File: src/sv/fbmc_pkg.sv
`default_nettype none
// ----------------------------------------------------------------------------
// fbmc_pkg
// Shared types, register map, mode table and geometry helpers for the
// framebuffer mode control register block.
// ----------------------------------------------------------------------------
package fbmc_pkg;

   localparam int PALETTE_SIZE_DEF    = 256;
   localparam int MODE_TABLE_SIZE_DEF = 8;
   localparam int MODE_TABLE_MAX      = 8;
   localparam int MODE_IDX_W          = 3;
   localparam int PAL_W               = 24;
   localparam int CSR_IDX_W           = 3;

   localparam logic [31:0] ID_WORD      = 32'h4642_5546;
   localparam logic [31:0] VERSION_WORD = 32'd1;
   localparam logic [2:0]  ACC_WORD     = 3'd4;

   localparam logic CMD_READ  = 1'b0;
   localparam logic CMD_WRITE = 1'b1;

   localparam logic [1:0] FAULT_NONE  = 2'd0;
   localparam logic [1:0] FAULT_LOAD  = 2'd1;
   localparam logic [1:0] FAULT_STORE = 2'd2;

   localparam logic [11:0] REG_ID          = 12'h000;
   localparam logic [11:0] REG_VERSION     = 12'h004;
   localparam logic [11:0] REG_WIDTH       = 12'h008;
   localparam logic [11:0] REG_HEIGHT      = 12'h00C;
   localparam logic [11:0] REG_FORMAT      = 12'h010;
   localparam logic [11:0] REG_STRIDE      = 12'h014;
   localparam logic [11:0] REG_BASE        = 12'h018;
   localparam logic [11:0] REG_BYTES       = 12'h01C;
   localparam logic [11:0] REG_FLUSH       = 12'h020;
   localparam logic [11:0] REG_FRAMES      = 12'h024;
   localparam logic [11:0] REG_MODE_COUNT  = 12'h028;
   localparam logic [11:0] REG_MODE_NUMBER = 12'h02C;
   localparam logic [11:0] REG_MODE_WIDTH  = 12'h030;
   localparam logic [11:0] REG_MODE_HEIGHT = 12'h034;
   localparam logic [11:0] REG_MODE_FORMAT = 12'h038;
   localparam logic [11:0] REG_MODE_INDEX  = 12'h03C;
   localparam logic [11:0] REG_MODE_SET    = 12'h040;
   localparam logic [11:0] REG_MODE_OK     = 12'h044;
   localparam logic [1:0]  PAL_WINDOW      = 2'b01;

   localparam logic [CSR_IDX_W-1:0] CSR_BUFFER_BASE    = 3'd0;
   localparam logic [CSR_IDX_W-1:0] CSR_BUFFER_BYTES   = 3'd1;
   localparam logic [CSR_IDX_W-1:0] CSR_INIT_WIDTH     = 3'd2;
   localparam logic [CSR_IDX_W-1:0] CSR_INIT_HEIGHT    = 3'd3;
   localparam logic [CSR_IDX_W-1:0] CSR_INIT_FORMAT    = 3'd4;
   localparam logic [CSR_IDX_W-1:0] CSR_INIT_STRIDE    = 3'd5;
   localparam logic [CSR_IDX_W-1:0] CSR_PRESENT_ENABLE = 3'd6;

   localparam logic [15:0] MODE_NUM    [MODE_TABLE_MAX] = '{
      16'h013, 16'h100, 16'h101, 16'h103, 16'h105, 16'h112, 16'h115, 16'h118};
   localparam logic [15:0] MODE_WIDTH  [MODE_TABLE_MAX] = '{
      16'd320, 16'd640, 16'd640, 16'd800, 16'd1024, 16'd640, 16'd800, 16'd1024};
   localparam logic [15:0] MODE_HEIGHT [MODE_TABLE_MAX] = '{
      16'd200, 16'd400, 16'd480, 16'd600, 16'd768, 16'd480, 16'd600, 16'd768};
   localparam logic        MODE_FMT    [MODE_TABLE_MAX] = '{
      1'b0, 1'b0, 1'b0, 1'b0, 1'b0, 1'b1, 1'b1, 1'b1};
   // natural stride times height
   localparam logic [31:0] MODE_BYTES  [MODE_TABLE_MAX] = '{
      32'd64000, 32'd256000, 32'd307200, 32'd480000,
      32'd786432, 32'd1228800, 32'd1920000, 32'd3145728};

   typedef struct packed {
      logic        command;
      logic [11:0] reg_offset;
      logic [2:0]  access_size;
      logic [31:0] write_data;
   } req_type;

   typedef struct packed {
      logic [31:0] read_data;
      logic [1:0]  fault;
      logic        present_pulse;
   } rsp_type;

   typedef struct packed {
      logic [15:0] width;
      logic [15:0] height;
      logic        format;
      logic [19:0] stride;
   } geom_init_type;

   typedef struct packed {
      logic [15:0] width;
      logic [15:0] height;
      logic        format;
      logic [19:0] stride;
      logic [15:0] mode_id;
   } geom_type;

   typedef struct packed {
      logic          load;
      geom_init_type init;
   } geom_load_type;

   typedef struct packed {
      logic        set_en;
      logic [31:0] number;
   } mode_cmd_type;

   localparam geom_init_type INIT_RESET = '{
      width: 16'd320, height: 16'd200, format: 1'b0, stride: 20'd0};

   function automatic logic [19:0] natural_stride(logic [15:0] width, logic format);
      return format ? {2'b00, width, 2'b00} : {4'b0000, width};
   endfunction

   function automatic geom_type geom_from_init(geom_init_type ini, int tbl_size);
      geom_type g;
      g.width       = ini.width;
      g.height      = ini.height;
      g.format      = ini.format;
      g.stride      = (ini.stride == 20'd0) ? natural_stride(ini.width, ini.format)
                                            : ini.stride;
      g.mode_id     = '0;
      // descending so the first matching entry wins
      for (int i = MODE_TABLE_MAX - 1; i >= 0; i--) begin
         if (i < tbl_size && MODE_WIDTH[i] == ini.width &&
             MODE_HEIGHT[i] == ini.height && MODE_FMT[i] == ini.format) begin
            g.mode_id = MODE_NUM[i];
         end
      end
      return g;
   endfunction

endpackage
`default_nettype wire

File: src/sv/fbmc_geom.sv
`default_nettype none
// ----------------------------------------------------------------------------
// fbmc_geom
// Current geometry, mode number and mode-set outcome; reloads from the
// initial registers and applies mode changes that fit the buffer.
// ----------------------------------------------------------------------------
module fbmc_geom #(
   parameter int MODE_TABLE_SIZE = fbmc_pkg::MODE_TABLE_SIZE_DEF
) (
   input  wire logic                    clock,
   input  wire logic                    reset,
   input  wire fbmc_pkg::geom_load_type geom_load,
   input  wire fbmc_pkg::mode_cmd_type  mode_cmd,
   input  wire logic [31:0]             buffer_bytes,
   output fbmc_pkg::geom_type           geom,
   output logic                         set_ok
);
   import fbmc_pkg::*;

   geom_type geom_ff;
   geom_type geom_in;
   logic     set_ok_ff;
   logic     set_ok_in;
   geom_type set_geom;
   logic     set_found;
   logic     set_fits;

   always_comb begin
      set_found = 1'b0;
      set_fits  = 1'b0;
      set_geom  = geom_ff;
      for (int i = MODE_TABLE_MAX - 1; i >= 0; i--) begin
         if (i < MODE_TABLE_SIZE && mode_cmd.number == 32'(MODE_NUM[i])) begin
            set_found        = 1'b1;
            set_fits         = MODE_BYTES[i] <= buffer_bytes;
            set_geom.width   = MODE_WIDTH[i];
            set_geom.height  = MODE_HEIGHT[i];
            set_geom.format  = MODE_FMT[i];
            set_geom.stride  = natural_stride(MODE_WIDTH[i], MODE_FMT[i]);
            set_geom.mode_id = MODE_NUM[i];
         end
      end
   end

   always_comb begin
      geom_in   = geom_ff;
      set_ok_in = set_ok_ff;
      if (geom_load.load) begin
         geom_in = geom_from_init(geom_load.init, MODE_TABLE_SIZE);
      end else if (mode_cmd.set_en) begin
         set_ok_in = set_found && set_fits;
         if (set_found && set_fits) begin
            geom_in = set_geom;
         end
      end
   end

   always_ff @(posedge clock) begin
      if (reset) begin
         geom_ff   <= geom_from_init(INIT_RESET, MODE_TABLE_SIZE);
         set_ok_ff <= 1'b1;
      end else begin
         geom_ff   <= geom_in;
         set_ok_ff <= set_ok_in;
      end
   end

   assign geom   = geom_ff;
   assign set_ok = set_ok_ff;

endmodule
`default_nettype wire

File: config.mk
export PLATFORM = sky130hd
export DESIGN_NAME = fbmc_geom
export DESIGN_NICKNAME = d
export VERILOG_FILES = /design/src/sv/fbmc_pkg.sv /design/src/sv/fbmc_geom.sv
export SDC_FILE = /design/constraint.sdc
export NUM_CORES = 1
export LEC_CHECK = 0
export BUFFER_PORTS_ARGS = -buffer_cell sky130_fd_sc_hd__buf_4
export CORE_ASPECT_RATIO = 1.1
export CORE_UTILIZATION = 46
export DETAILED_ROUTE_END_ITERATION = 6
export PLACE_DENSITY = 0.89
export SLEW_MARGIN = 15
export SYNTH_ARGS = -nofsm -noshare
export SYNTH_HDL_FRONTEND = slang
export SYNTH_SLANG_ARGS = --single-unit
File: constraint.sdc
create_clock -name clock -period 2.8 [get_ports clock]
set_clock_uncertainty 0.15 [all_clocks]
set_input_delay 0.28 -clock clock [delete_from_list [all_inputs] [get_ports clock]]
set_output_delay 0.28 -clock clock [all_outputs]
set_load 0.01 [all_outputs]
== After elaboration in Yosys (flattened, before gate mapping) ==
Index checks and enable logic that the tools add are counted.

* Bits in registers: 70
* Bits of input ports: 121
* Logic and storage cells: 90

* Order comparisons: 8
* Eq/ne operators: 17
* Multiplexer cells: 37
* Bitwise logic cells: 2
* Reductions and logical operators: 20

{| class="wikitable"
|+ Operator list
! cell !! count
|-
| $mux 69 || 11
|-
| $eq 32x9->1 const B || 7
|-
| $mux 16 || 7
|-
| $eq 10x16->1 const A || 4
|-
| $le 19x32->1 const A || 2
|-
| $le 21x32->1 const A || 2
|-
| $eq 9x16->1 const A || 3
|-
| $eq 32x5->1 const B || 1
|-
| $le 16x32->1 const A || 1
|-
| $le 18x32->1 const A || 1
|-
| $le 20x32->1 const A || 1
|-
| $le 22x32->1 const A || 1
|-
| $logic_not 20->1 || 1
|-
| $mux 20 || 1
|-
| $mux 18 || 1
|-
| $eq 11x16->1 const A || 1
|-
| $eq 8x16->1 const A || 1
|-
| $mux 1 || 16
|-
| $logic_and 1x1->1 || 14
|-
| $mux 9 || 1
|-
| $reduce_bool 9->1 || 1
|-
| $reduce_bool 2->1 || 2
|-
| $reduce_and 3->1 || 1
|-
| $not 1->1 || 2
|-
| $reduce_and 2->1 || 1
|}

== Logic depth before layout (Yosys ltp) ==
* Depth after elaboration: 13
* Gate-level depth with buffers: 12

== Least setup slack after synthesis ==
Ideal clock, no wire load.

* Path type: input to register
* From: input mode_cmd[3] (netlist bit)
* To: register geom_ff (netlist bit geom[22])
* Setup time: 0.122 ns
* Data arrival time: 2.072 ns
* Path slack: 0.457 ns
* Cell stages on the path: 9
* Path buffers: 2
* Cells stage by stage: buf_4 > or2_4 > or3_4 > nor4_4 > nand2_2 > a21oi_1 > buf_4 > nor2_1 > a221o_1

* Word-level cells in the longest chain between the ends: 12
* Elaborated cells between the ends (all ways): 38

{| class="wikitable"
|+ Ends and longest elaborated chain
! element !! RTL line !! RTL
|-
| from (decl) || fbmc_geom.sv:13 || <nowiki>input wire fbmc_pkg::mode_cmd_type mode_cmd,</nowiki>
|-
| $eq 32x9->1 || fbmc_geom.sv:33 || <nowiki>if (i < MODE_TABLE_SIZE && mode_cmd.number == 32'(MODE_NUM[i])) begin</nowiki>
|-
| $mux 1 (8 in series) || fbmc_geom.sv:33 ||
|-
| $logic_and 1x1->1 || fbmc_geom.sv:52 || <nowiki>if (set_found && set_fits) begin</nowiki>
|-
| $reduce_bool 2->1 (no line) || -- ||
|-
| $reduce_and 3->1 (no line) || -- ||
|-
| to (signal assigned) || fbmc_geom.sv:60 || <nowiki>geom_ff <= geom_from_init(INIT_RESET, MODE_TABLE_SIZE);</nowiki>
|-
| to (signal assigned) || fbmc_geom.sv:63 || <nowiki>geom_ff <= geom_in;</nowiki>
|-
| to (decl) || fbmc_geom.sv:20 || <nowiki>geom_type geom_ff;</nowiki>
|}

Parallel ways exist; a longest one is shown, timed or not. The select of a mux whose other input is x is not followed.
A chain may end at the register's enable or synchronous reset.

== Final worst setup path ==
* From: input mode_cmd[9] (netlist bit)
* To: register geom_ff (netlist bit geom[22])

The elaborated chain is that of the path after synthesis.

==> results.md <==
* DR pass1 iterations at 5
* Number of enable flip-flop cells after synthesis at 0
* Remaining design rule violation count at 0
* Worst-case headroom to the max-slew limit at 55.0%
* Count of buffers from port buffering at 172
* Diodes inserted at 0
* Area of combinational cells with multiple inputs at 2300 sq um
* Reg2reg start: geom[24]$_SDFFE_PP1P_
* Max-slew violations at 0
* CTS tree: done
* Total number of clock tree sinks at 60
* Min cycle time layout at 2.46 ns
* Die area at 8470 sq um
* Post-DR vias/cell at 6.12
* Data required time of the critical path at 2.88 ns
* Utilization after layout at 67.6%
* Number of post-CTS setup repair buffers at 0
* Hold Startpoint: geom_load[21]
* Via count of the first global-routing pass at 4,149
* Worst-path fanout max at 8
* Average instance area after synthesis at 8.45 sq um
* Share of post-route cells with drive strength above 1 at 37.8%
* Type of element launching the critical path: input pin
* Pwr Density at 443 nW/um^2
* MaxCap Viol Count at 0
* CP endpoint kind: flip-flop
* Netlist area before placement at 3730 sq um
* Number of nets in the layout at 732
* Violation count after the first detailed-routing iteration at 295
* Starting utilization of the core area at 47.4%
* Combined global-route utilization of all metal layers at 30.0%
* Worst hold stages at 2
* Routed Antenna Nets at 0
* Hold Slack at 0.00899 ns
* Commonest non-fill, non-tap cell in the layout: buf_4
* Gate count after technology mapping at 441
* Maximum number of pins on one net before global-route repair at 40
* Maximum VDD drop at 0.000218 V
* Sequential Area at 1200 sq um
* Wirelength per Cell at 17.8 um
* Share of synthesized flip-flops with an asynchronous set or reset at 0%
* Achievable Freq at 0.406 GHz
* Layout overhead on the synthesized area at 42.6%
* Flops & latches, synth at 60
* Commonest cells after routing, fill and taps aside: 188 x buf_4, 60 x dfxtp_1, 32 x a21oi_1
* Proportion of synthesized chip area in sequential cells at 32.2%
* Final setup TNS at 0 ns
* Worst min path class: input pin to flip-flop
* TritonCTS buffer count at 9
* Maximum buffer depth of the clock tree at 2
* Leakage Power at 2.26 nW
* Tcrit/Tclk final at 88.0%
* Depth of the most critical reg-to-reg path at 2
* Worst reg2reg setup slack at 1.80 ns
* Data arrival time at the worst-slack endpoint at 2.55 ns
* Hold endpoint: geom[37]$_SDFFE_PP0P_
* Root Buffer: clkbuf_8
* Most common flop cell mapped by yosys: dfxtp_1
* Post-detail-place hpwl at 10,100 um
* Ports at 191
* Height of the die at 96.4 um
* Via count at 4,429
* Distinct cells, synth at 67
* Die width at 87.8 um
* Antenna violations before repair at 0
* First-pass GRT wire length at 19,500 um
* Insertion delay to the later sink of the worst-skew pair at 0.35 ns
* Final WL at 12,900 um
* Run status: complete, no violations
* Total cell area at the placement stage at 5090 sq um
* Worst Tran Pin Value at 0.668 ns
* Count of synthesis-stage warnings from yosys at 0
* RSZ-0062 raised after global routing: no
* PnR worst setup slack at 0.336 ns
* Worst Setup Path Type: input pin to flip-flop
* Floorplan core area at 7870 sq um
* Clock H-tree levels at 3
* Overflow after GRT at 0
* Final setup violating endpoints at 0
* Reg2reg end: geom[24]$_SDFFE_PP1P_
* Dpl ws at -0.0518 ns
* Fillcell total at 636
* Final hold violation count at 0
* Routability Congestion at 0.970
* Rows at 34
* Reg clk slew, reported paths at 0.07 ns
* Final cell area excluding filler cells at 5320 sq um
## flip-flops by register name, summed over array words and instances, names as in the netlist
register / flops
geom: 59
set_ok: 1
## synth_stat cells, drive strengths merged (2+ instances only)
library cell,n,area [sq um]
mux2i,7,70.1
o21a,4,30.0
o21bai,3,22.5
clkbuf,15,56.3
a31oi,6,43.8
mux2,9,101
a22oi,5,37.5
a22o,21,184
inv,6,22.5
dfxtp,60,1200
or3,3,23.8
nor2b,8,50.1
nor3b,2,15.0
and2,6,37.5
nand3b,3,22.5
nand2b,5,31.3
a21oi,33,176
a21o,4,37.5
a41oi,2,17.5
xnor2,2,17.5
a221o,7,70.1
o211ai,4,30.0
nor2,32,123
a211oi,13,103
or4,2,15.0
o2bb2ai,17,149
nor4,23,165
buf,25,181
a211o,3,26.3
nand4,8,50.1
a311oi,4,35.0
or2,4,27.5
or4b,2,20.0
and3,5,31.3
nand2,20,80.1
and4,2,17.5
a21boi,2,15.0
o21ai,16,91.3
nand3,14,70.1
nor3,22,125
nor4b,3,26.3
## repair_timing
action,CTS,global route
hold buffers,1,0
gates resized for setup,0,0
hold endpoints to repair,1,0
## worst max-delay path, stage by stage
cell	delay (ns)
buf_4	0.11
nor4_1	0.30
nand4_1	0.31
nor4_4	0.53
nor2_1	0.25
o21ai_4	0.20
nand2_2	0.18
a221o_1	0.38
## worst max path at each step
| stage | from | to | slack (ns) | cells after the start |
|---|---|---|---|---|
| 6_report | mode_cmd[9] | geom[22]$_SDFFE_PP1P_ | 0.34 | 8 |
| 5_1_grt | mode_cmd[21] | geom[24]$_SDFFE_PP1P_ | 0.09 | 10 |
| 4_1_cts | mode_cmd[9] | geom[24]$_SDFFE_PP1P_ | 0.30 | 10 |
| 3_5_place_dp | mode_cmd[27] | geom[22]$_SDFFE_PP1P_ | -0.05 | 8 |
| 3_3_place_gp | mode_cmd[21] | geom[4]$_SDFFE_PP1P_ | 0.09 | 8 |
| 2_1_floorplan | mode_cmd[3] | geom[22]$_SDFFE_PP1P_ | 0.46 | 9 |
## routing by layer
layer | global-route usage (%) | routed length, um | share of wire (%)
met1 | 32.8 | 4730 | 37
met2 | 53.8 | 6560 | 51
met3 | 6.88 | 1120 | 8.7
met4 | 15.7 | 509 | 3.9
met5 | 0 | 0 | 0
## where the power goes
part / total [W] / internal, W / switching [W]
Sequential: 0.000950 / 0.000913 / 0.0000369
Combinational: 0.000544 / 0.000278 / 0.000266
Clock: 0.000860 / 0.000501 / 0.000360
Total: 0.00235 / 0.00169 / 0.000662
## area by class of cell
| type | instances | area share, % |
|---|---|---|
| clock buffer | 10 | 2.40 |
| clock inverter | 6 | 1.67 |
| multi-input combinational | 344 | 43.3 |
| timing repair buffer | 190 | 27.1 |
| tap | 108 | 2.54 |
| sequential | 60 | 22.6 |
| inverter | 6 | 0.424 |
## kinds of logic after synthesis
group	share of synthesized area [%]
other	0.101
AO/OA/AOI/OAI	30.4
AND/OR/NAND/NOR	25.2
flip-flops	32.2
buffers and inverters	6.98
multiplexers	4.60
XOR/XNOR	0.470
## through the flow
step,power (W),std cells
after global placement,0.00149,707
after global routing,0.00245,724
after floorplan,0.00122,450
after CTS,0.00235,724
after detailed placement,0.00150,707
final,0.00235,724
No activity file was read; power rests on OpenSTA's default activity.
